$ cat src/design/i2cmbs_pkg.sv
// shared types and constants of the i2c master byte sequencer
// no dependencies; imported by every module of the block
package i2cmbs_pkg;

   // command codes on the request channel
   localparam logic [2:0] CMD_TICK  = 3'd0;
   localparam logic [2:0] CMD_START = 3'd1;
   localparam logic [2:0] CMD_STOP  = 3'd2;
   localparam logic [2:0] CMD_WRITE = 3'd3;
   localparam logic [2:0] CMD_READ  = 3'd4;

   // register indexes of the csr port
   localparam logic [1:0] CSR_LONG_WAIT  = 2'd0;
   localparam logic [1:0] CSR_HALF_BIT   = 2'd1;
   localparam logic [1:0] CSR_SHORT_WAIT = 2'd2;

   // register reset values
   localparam logic [15:0] LONG_WAIT_RESET  = 16'd20;
   localparam logic [15:0] HALF_BIT_RESET   = 16'd10;
   localparam logic [15:0] SHORT_WAIT_RESET = 16'd1;

   localparam logic [3:0] BITS_PER_BYTE = 4'd8;

   // running command
   typedef enum logic [2:0] {
      OP_IDLE  = 3'd0,
      OP_START = 3'd1,
      OP_STOP  = 3'd2,
      OP_WRITE = 3'd3,
      OP_READ  = 3'd4
   } op_type;

   // request item
   typedef struct packed {
      logic [2:0] cmd;
      logic [7:0] data_byte;
      logic       ack_to_send;
      logic       sda_in;
   } req_type;

   // response item
   typedef struct packed {
      logic       scl_out;
      logic       sda_out;
      logic       busy_res;
      logic       done_res;
      logic [7:0] rx_byte;
      logic       ack_received;
      logic       rejected;
   } rsp_type;

   // phase timing registers
   typedef struct packed {
      logic [15:0] long_wait;
      logic [15:0] half_bit;
      logic [15:0] short_wait;
   } wait_cfg_type;

   // sequencer state apart from the wait counter; levels[1] scl, levels[0] sda
   typedef struct packed {
      op_type     op;
      logic [3:0] phase;
      logic [3:0] bit_cnt;
      logic [7:0] shift;
      logic [1:0] levels;
      logic       sampled_ack;
      logic [7:0] rx_hold;
      logic       ack_hold;
   } seq_state_type;

endpackage

$ cat src/design/i2cmbs_step.sv
// next-state logic of the i2c pin sequencer for one tick item
// depends on i2cmbs_pkg
module i2cmbs_step #(
   parameter int WAIT_WIDTH = 16
) (
   input  i2cmbs_pkg::seq_state_type cur_state,
   input  logic [WAIT_WIDTH-1:0]     cur_wait,
   input  i2cmbs_pkg::req_type       req,
   input  i2cmbs_pkg::wait_cfg_type  cfg,
   output i2cmbs_pkg::seq_state_type nxt_state,
   output logic [WAIT_WIDTH-1:0]     nxt_wait,
   output logic                      done,
   output logic                      rejected
);
   import i2cmbs_pkg::*;

   localparam int CW = (WAIT_WIDTH > 16) ? WAIT_WIDTH : 16;

   // start and stop phases
   localparam logic [3:0] C_FIRST  = 4'd0;
   localparam logic [3:0] C_SECOND = 4'd1;
   localparam logic [3:0] C_LAST   = 4'd2;
   // write phases
   localparam logic [3:0] W_SETUP    = 4'd0;
   localparam logic [3:0] W_CLK_HIGH = 4'd1;
   localparam logic [3:0] W_HOLD     = 4'd2;
   localparam logic [3:0] W_ACK_REL  = 4'd3;
   localparam logic [3:0] W_ACK_HIGH = 4'd4;
   localparam logic [3:0] W_ACK_HOLD = 4'd5;
   localparam logic [3:0] W_END      = 4'd6;
   // read phases
   localparam logic [3:0] R_CLK_HIGH  = 4'd0;
   localparam logic [3:0] R_CLK_HOLD  = 4'd1;
   localparam logic [3:0] R_CLK_LOW   = 4'd2;
   localparam logic [3:0] R_ACK_SETUP = 4'd3;
   localparam logic [3:0] R_ACK_HIGH  = 4'd4;
   localparam logic [3:0] R_ACK_HOLD  = 4'd5;

   // zero counts as one tick, values above the counter range saturate
   function automatic logic [WAIT_WIDTH-1:0] clamp_wait(input logic [15:0] w);
      logic [15:0]   v;
      logic [CW-1:0] wide;
      logic [CW-1:0] lim;
      v    = (w == 16'd0) ? 16'd1 : w;
      wide = CW'(v);
      lim  = CW'({WAIT_WIDTH{1'b1}});
      return (wide > lim) ? lim[WAIT_WIDTH-1:0] : wide[WAIT_WIDTH-1:0];
   endfunction

   seq_state_type         mid;
   logic [WAIT_WIDTH-1:0] mid_wait;
   logic                  enter;
   logic                  cmd_valid;
   logic [3:0]            bit_inc;
   logic [1:0]            lvl;
   logic [15:0]           wait_sel;

   assign cmd_valid = req.cmd inside {CMD_START, CMD_STOP, CMD_WRITE, CMD_READ};
   assign bit_inc   = 4'(cur_state.bit_cnt + 4'd1);

   // command launch, wait countdown and phase expiry
   always_comb begin
      mid      = cur_state;
      mid_wait = cur_wait;
      enter    = 1'b0;
      done     = 1'b0;
      rejected = 1'b0;
      if (cur_state.op == OP_IDLE) begin
         if (cmd_valid) begin
            mid.op      = op_type'(req.cmd);
            mid.phase   = 4'd0;
            mid.bit_cnt = 4'd0;
            if (req.cmd == CMD_WRITE) begin
               mid.shift = req.data_byte;
            end
            if (req.cmd == CMD_READ) begin
               mid.shift    = 8'd0;
               mid.ack_hold = req.ack_to_send;
            end
            enter = 1'b1;
         end
      end else begin
         rejected = cmd_valid;
         if (cur_wait <= WAIT_WIDTH'(1)) begin
            mid_wait = '0;
            enter    = 1'b1;
            case (cur_state.op)
               OP_START, OP_STOP: begin
                  if (cur_state.phase >= C_LAST) begin
                     done  = 1'b1;
                     enter = 1'b0;
                  end else begin
                     mid.phase = 4'(cur_state.phase + 4'd1);
                  end
               end
               OP_WRITE: begin
                  if (cur_state.phase == W_HOLD) begin
                     mid.shift   = {cur_state.shift[6:0], 1'b0};
                     mid.bit_cnt = bit_inc;
                     mid.phase   = (bit_inc >= BITS_PER_BYTE) ? W_ACK_REL : W_SETUP;
                  end else begin
                     if (cur_state.phase == W_ACK_HIGH) begin
                        mid.sampled_ack = req.sda_in;
                     end
                     if (cur_state.phase >= W_END) begin
                        done  = 1'b1;
                        enter = 1'b0;
                     end else begin
                        mid.phase = 4'(cur_state.phase + 4'd1);
                     end
                  end
               end
               default: begin
                  // read
                  if (cur_state.phase == R_CLK_HIGH) begin
                     mid.shift = {cur_state.shift[6:0], req.sda_in};
                  end
                  if (cur_state.phase == R_CLK_LOW) begin
                     mid.bit_cnt = bit_inc;
                     mid.phase   = (bit_inc >= BITS_PER_BYTE) ? R_ACK_SETUP : R_CLK_HIGH;
                  end else if (cur_state.phase >= R_ACK_HOLD) begin
                     mid.rx_hold = mid.shift;
                     mid.levels  = 2'b01;
                     done        = 1'b1;
                     enter       = 1'b0;
                  end else begin
                     mid.phase = 4'(cur_state.phase + 4'd1);
                  end
               end
            endcase
            if (done) begin
               mid.op      = OP_IDLE;
               mid.phase   = 4'd0;
               mid.bit_cnt = 4'd0;
            end
         end else begin
            mid_wait = cur_wait - WAIT_WIDTH'(1);
         end
      end
   end

   // pin levels and hold time of the phase being entered
   always_comb begin
      lvl      = mid.levels;
      wait_sel = cfg.short_wait;
      case (mid.op)
         OP_START: begin
            wait_sel = cfg.long_wait;
            case (mid.phase)
               C_FIRST:  lvl = 2'b11;
               C_SECOND: lvl = 2'b10;
               default:  lvl = 2'b00;
            endcase
         end
         OP_STOP: begin
            wait_sel = cfg.long_wait;
            case (mid.phase)
               C_FIRST:  lvl = 2'b00;
               C_SECOND: lvl = 2'b10;
               default:  lvl = 2'b11;
            endcase
         end
         OP_WRITE: begin
            if (mid.phase == W_SETUP || mid.phase == W_HOLD) begin
               wait_sel = cfg.half_bit;
            end
            case (mid.phase)
               W_SETUP:                lvl = {1'b0, mid.shift[7]};
               W_CLK_HIGH:             lvl = {1'b1, mid.shift[7]};
               W_HOLD:                 lvl = {1'b0, mid.shift[7]};
               W_ACK_REL:              lvl = 2'b01;
               W_ACK_HIGH, W_ACK_HOLD: lvl = 2'b11;
               default:                lvl = 2'b01;
            endcase
         end
         OP_READ: begin
            case (mid.phase)
               R_CLK_HIGH, R_CLK_HOLD: lvl = 2'b11;
               R_CLK_LOW:              lvl = 2'b01;
               R_ACK_SETUP:            lvl = {1'b0, mid.ack_hold};
               R_ACK_HIGH:             lvl = {1'b1, mid.ack_hold};
               default:                lvl = {1'b0, mid.ack_hold};
            endcase
         end
         default: begin
            lvl = mid.levels;
         end
      endcase
   end

   // apply the new phase only when one is entered
   always_comb begin
      nxt_state = mid;
      nxt_wait  = mid_wait;
      if (enter) begin
         nxt_state.levels = lvl;
         nxt_wait         = clamp_wait(wait_sel);
      end
   end

endmodule

$ cat src/design/i2c_master_byte_sequencer.sv
// i2c master pin sequencer, top level; depends on i2cmbs_pkg and i2cmbs_step
// the result of an item is registered and shown in the cycle after it is accepted
// throughput: one item per cycle; req_ready drops only while a result waits
//   in the output register and rsp_ready is low
// reset (synchronous): idle, both lines released, wait registers 20/10/1
module i2c_master_byte_sequencer #(
   parameter int WAIT_WIDTH = 16
) (
   input  logic                 clock,
   input  logic                 reset,
   input  logic                 req_valid,
   output logic                 req_ready,
   input  i2cmbs_pkg::req_type  req_data,
   output logic                 rsp_valid,
   input  logic                 rsp_ready,
   output i2cmbs_pkg::rsp_type  rsp_data,
   input  logic                 csr_write_en,
   input  logic [1:0]           csr_index,
   input  logic [15:0]          csr_wdata
);
   import i2cmbs_pkg::*;

   wait_cfg_type          cfg_ff;
   seq_state_type         state_ff;
   logic [WAIT_WIDTH-1:0] wait_ff;
   logic                  rsp_valid_ff;
   rsp_type               rsp_ff;

   seq_state_type         state_in;
   logic [WAIT_WIDTH-1:0] wait_in;
   rsp_type               rsp_in;
   logic                  step_done;
   logic                  step_rejected;
   logic                  accept;

   assign req_ready = !rsp_valid_ff || rsp_ready;
   assign accept    = req_valid && req_ready;
   assign rsp_valid = rsp_valid_ff;
   assign rsp_data  = rsp_ff;

   // timing registers
   always_ff @(posedge clock) begin
      if (reset) begin
         cfg_ff.long_wait  <= LONG_WAIT_RESET;
         cfg_ff.half_bit   <= HALF_BIT_RESET;
         cfg_ff.short_wait <= SHORT_WAIT_RESET;
      end else if (csr_write_en) begin
         case (csr_index)
            CSR_LONG_WAIT:  cfg_ff.long_wait  <= csr_wdata;
            CSR_HALF_BIT:   cfg_ff.half_bit   <= csr_wdata;
            CSR_SHORT_WAIT: cfg_ff.short_wait <= csr_wdata;
            default: ;
         endcase
      end
   end

   i2cmbs_step #(
      .WAIT_WIDTH (WAIT_WIDTH)
   ) u_step (
      .cur_state (state_ff),
      .cur_wait  (wait_ff),
      .req       (req_data),
      .cfg       (cfg_ff),
      .nxt_state (state_in),
      .nxt_wait  (wait_in),
      .done      (step_done),
      .rejected  (step_rejected)
   );

   // result fields from the updated state
   always_comb begin
      rsp_in.scl_out      = state_in.levels[1];
      rsp_in.sda_out      = state_in.levels[0];
      rsp_in.busy_res     = (state_in.op != OP_IDLE);
      rsp_in.done_res     = step_done;
      rsp_in.rx_byte      = state_in.rx_hold;
      rsp_in.ack_received = state_in.sampled_ack;
      rsp_in.rejected     = step_rejected;
   end

   // sequencer state advances once per accepted item
   always_ff @(posedge clock) begin
      if (reset) begin
         state_ff.op          <= OP_IDLE;
         state_ff.phase       <= 4'd0;
         state_ff.bit_cnt     <= 4'd0;
         state_ff.shift       <= 8'd0;
         state_ff.levels      <= 2'b11;
         state_ff.sampled_ack <= 1'b1;
         state_ff.rx_hold     <= 8'd0;
         state_ff.ack_hold    <= 1'b0;
         wait_ff              <= '0;
      end else if (accept) begin
         state_ff <= state_in;
         wait_ff  <= wait_in;
      end
   end

   // output register
   always_ff @(posedge clock) begin
      if (reset) begin
         rsp_valid_ff <= 1'b0;
      end else if (accept) begin
         rsp_valid_ff <= 1'b1;
      end else if (rsp_ready) begin
         rsp_valid_ff <= 1'b0;
      end
   end

   always_ff @(posedge clock) begin
      if (accept) begin
         rsp_ff <= rsp_in;
      end
   end

endmodule

$ cat config.mk
export PLATFORM = sky130hd
export DESIGN_NAME = i2c_master_byte_sequencer
export DESIGN_NICKNAME = d
export VERILOG_FILES = /design/src/design/i2cmbs_pkg.sv /design/src/design/i2cmbs_step.sv /design/src/design/i2c_master_byte_sequencer.sv
export SDC_FILE = /design/constraint.sdc
export NUM_CORES = 1
export LEC_CHECK = 0
export BUFFER_PORTS_ARGS = -buffer_cell sky130_fd_sc_hd__clkbuf_2
export CAP_MARGIN = 5
export CORE_MARGIN = 2
export CORE_UTILIZATION = 35
export CTS_BUF_LIST = sky130_fd_sc_hd__clkbuf_4 sky130_fd_sc_hd__clkbuf_8
export CTS_CLUSTER_SIZE = 28
export DETAILED_ROUTE_END_ITERATION = 10
export GPL_TIMING_DRIVEN = 0
export PLACE_DENSITY = 0.62
export SKIP_LAST_GASP = 1
export SYNTH_ARGS = -nofsm -noshare
export SYNTH_HDL_FRONTEND = slang
export SYNTH_SLANG_ARGS = --single-unit
$ cat constraint.sdc
create_clock -name clock -period 7.61 [get_ports clock]
set_input_delay 0 -clock clock [delete_from_list [all_inputs] [get_ports clock]]
set_output_delay 0 -clock clock [all_outputs]
set_load 0.1 [all_outputs]
==> metrics <==
worst skew pair latency=400 ps; placed cell area=0.00665 mm2; Initial Util=35.6%; nets=905; Crit. End Element=flop; Crit-path slowest cell=dfxtp_1; Synth area leader=dfxtp_1; postcts setup bufs=0; Fillers=1793; Die X-Extent=136 um; Setup Skew=17.3 ps; clk root buf=clkbuf_8; sequential area share after synthesis=38.3%; port bufs=50; row count=48; # diodes=0; GRT overflow=0; CP top delay family=compound AO/OA/AOI/OAI gates; gr usage total=19.9%; fin cells=1091; Worst IR Drop VDD=0.126 mV; Die ar.=0.0186 mm2; Hold Buf Count CTS=27; PD cells=230 mW/mm2; mapped cell area=0.00612 mm2; area delta synth->final=16.0%; Initial DRT Pass Iterations=5; GPL Wtd Cong=0.914; register area=0.00234 mm2; RSZ-0062 raised after global routing=false; DR vias/cell=5.53; Longest Clk Path Bufs=2; antenna violations before repair=0; Max Clk Rate=262 MHz; final wirelength=18100 um; Slew Viols, Final=0; EDFF count, synth=14; Synth Area per Inst=7.92 um2; Mapped Nets=817; yosys warns=0; post-CTS resize count=0; Hold Crit Class=in -> reg; cell count after synthesis=773; HPWL after DPL=13400 um; most area-consuming cells after synthesis=dfxtp_1 (31%), nand2_1 (10%), a21oi_1 (7.7%), edfxtp_1 (6.9%), nor2_1 (4.7%); Async SR Flop Fraction=0%; Yosys reg bits=110; critical path cell sequence=inv_1 > ha_1 > nor2b_1 > o211ai_1 > a311oi_4 > a21oi_2 > nand3_2 > o211ai_2 > nand2_2 > buf_6 > a222oi_1 > a21oi_1; CP startpoint kind=flop; Max Cap Violations=0; multi-input logic area=0.00356 mm2; CTS sink count=110; Worst path max stage delay=590 ps; Commonest cells post-synth=nand2_1 (165), dfxtp_1 (96), a21oi_1 (94), nor2_1 (77), o21ai_0 (33); initial detailed-routing violation count=475; Worst Path Buf+Inv=2; max_slew headroom=20.8%; Die Y=136 um; Worst Path Max Fanout=10; vias in the first global route=5436; critical path data required time=7900 ps; Worst-Margin Slew=1190 ps; first-pass GRT wire length=29100 um; top-count cell post-synth=nand2_1; DRC=0; top cell type's share of synthesized area=31.4%; WS Path Type=reg -> reg; H-tree Lvls=3; Clk pin slew, worst setup/hold paths=120 ps; via count=6029; CTS buffer count=9; Arr. time, crit path=4110 ps; setup TNS=0 ps; CTS tree=built; mean routed wirelength per cell=16.6 um; post-placement cell count=1048; final-report hold violation count=0; I/O pin total=52; Final setup viols=0; CORE AREA=0.0172 mm2; ys flop type=dfxtp_1; leakage power=2.56 nW; largest net degree at the start of global routing=24; layout cells sized above 1=13.6%; Routed Antenna Nets=0; fin crit share=50.2%; status=completed; Cell variety after synth=87; fin area=0.00710 mm2; Period minus WS final=3820 ps
tightest hold or removal path: cells and delay by family:
family                 cells  cell delay (ps)
AOI/OAI and AO/OA          1               50
and+or+nand+nor            2              220
buffers and inverters      1              110
power by group:
group          total (mW)  switching (mW)  internal [mW]
Combinational       0.632           0.418          0.214
Clock               0.342           0.216          0.126
Sequential          0.661          0.0365          0.624
final cells by class:
type	instances	area share [%]
Buffer	41	2.57
Clock buffer	10	1.85
Clock inverter	6	0.652
Inverter	11	0.581
Multi-Input combinational cell	611	50.1
Sequential cell	110	33.0
Tap cell	225	3.96
Timing Repair Buffer	77	7.33
path summary, 6_finish.rpt:
| kind | cells after the start | to | start | slack, ps |
|---|---|---|---|---|
| hold reg to reg | 2 | state_ff[0] | state_ff[0] | 460 |
| setup reg to reg | 12 | wait_ff[10] | state_ff[25] | 3790 |
| hold / removal | 4 | cfg_ff[35] | csr_index[0] | 30 |
| setup / recovery | 12 | wait_ff[10] | state_ff[25] | 3790 |
cells in the final DEF, fill, tap and decap left out, drive strengths merged, types with 10 or more instances in the layout:
master and count:
clkbuf 89, buf 12, nor2 79, inv 13, a21oi 97, a22oi 10
nor4 17, dlygate4sd3 27, o21ai 41, mux2i 13, nor3 18, nand3 21
nand2 167, a211oi 11, edfxtp 14, dfxtp 96
per-stage QoR:
| step | setup slack (ps) | total power [mW] | util (%) | hold slack (ps) |
|---|---|---|---|---|
| finish | 3790 | 1.63 | 41.3 | 25.7 |
| global placement | 3980 | 1.28 | 38.7 | 236 |
| CTS | 3940 | 1.63 | 41.3 | 6.28 |
| global route | 3670 | 1.73 | 41.3 | 56.0 |
| detailed placement | 4000 | 1.28 | 38.7 | 246 |
| floorplan | 4390 | 1.13 | - | 121 |
per-layer routing:
metal	GRT usage [%]	vias to the layer above	part of all wire, %
met5	0	-	0
met4	5.32	0	1.7
met1	27.9	2832	48
li1	-	2971	-
met3	3.17	21	5.2
met2	31.7	205	45
sequential cells by signal, summed over array words and instances, names as in the netlist:
register   cells
rsp_valid      1
cfg_ff        48
rsp_data      14
state_ff      31
wait_ff       16
logic make-up after synthesis:
family	after synthesis	synth area share, %
simple gates	345	27.0
compound gates	236	26.0
flops	110	38.3
buf+inv	52	3.66
mux	15	2.49
fa+ha+maj	8	1.64
xor+xnor	7	1.00
Power figures use the tool's default switching activity.
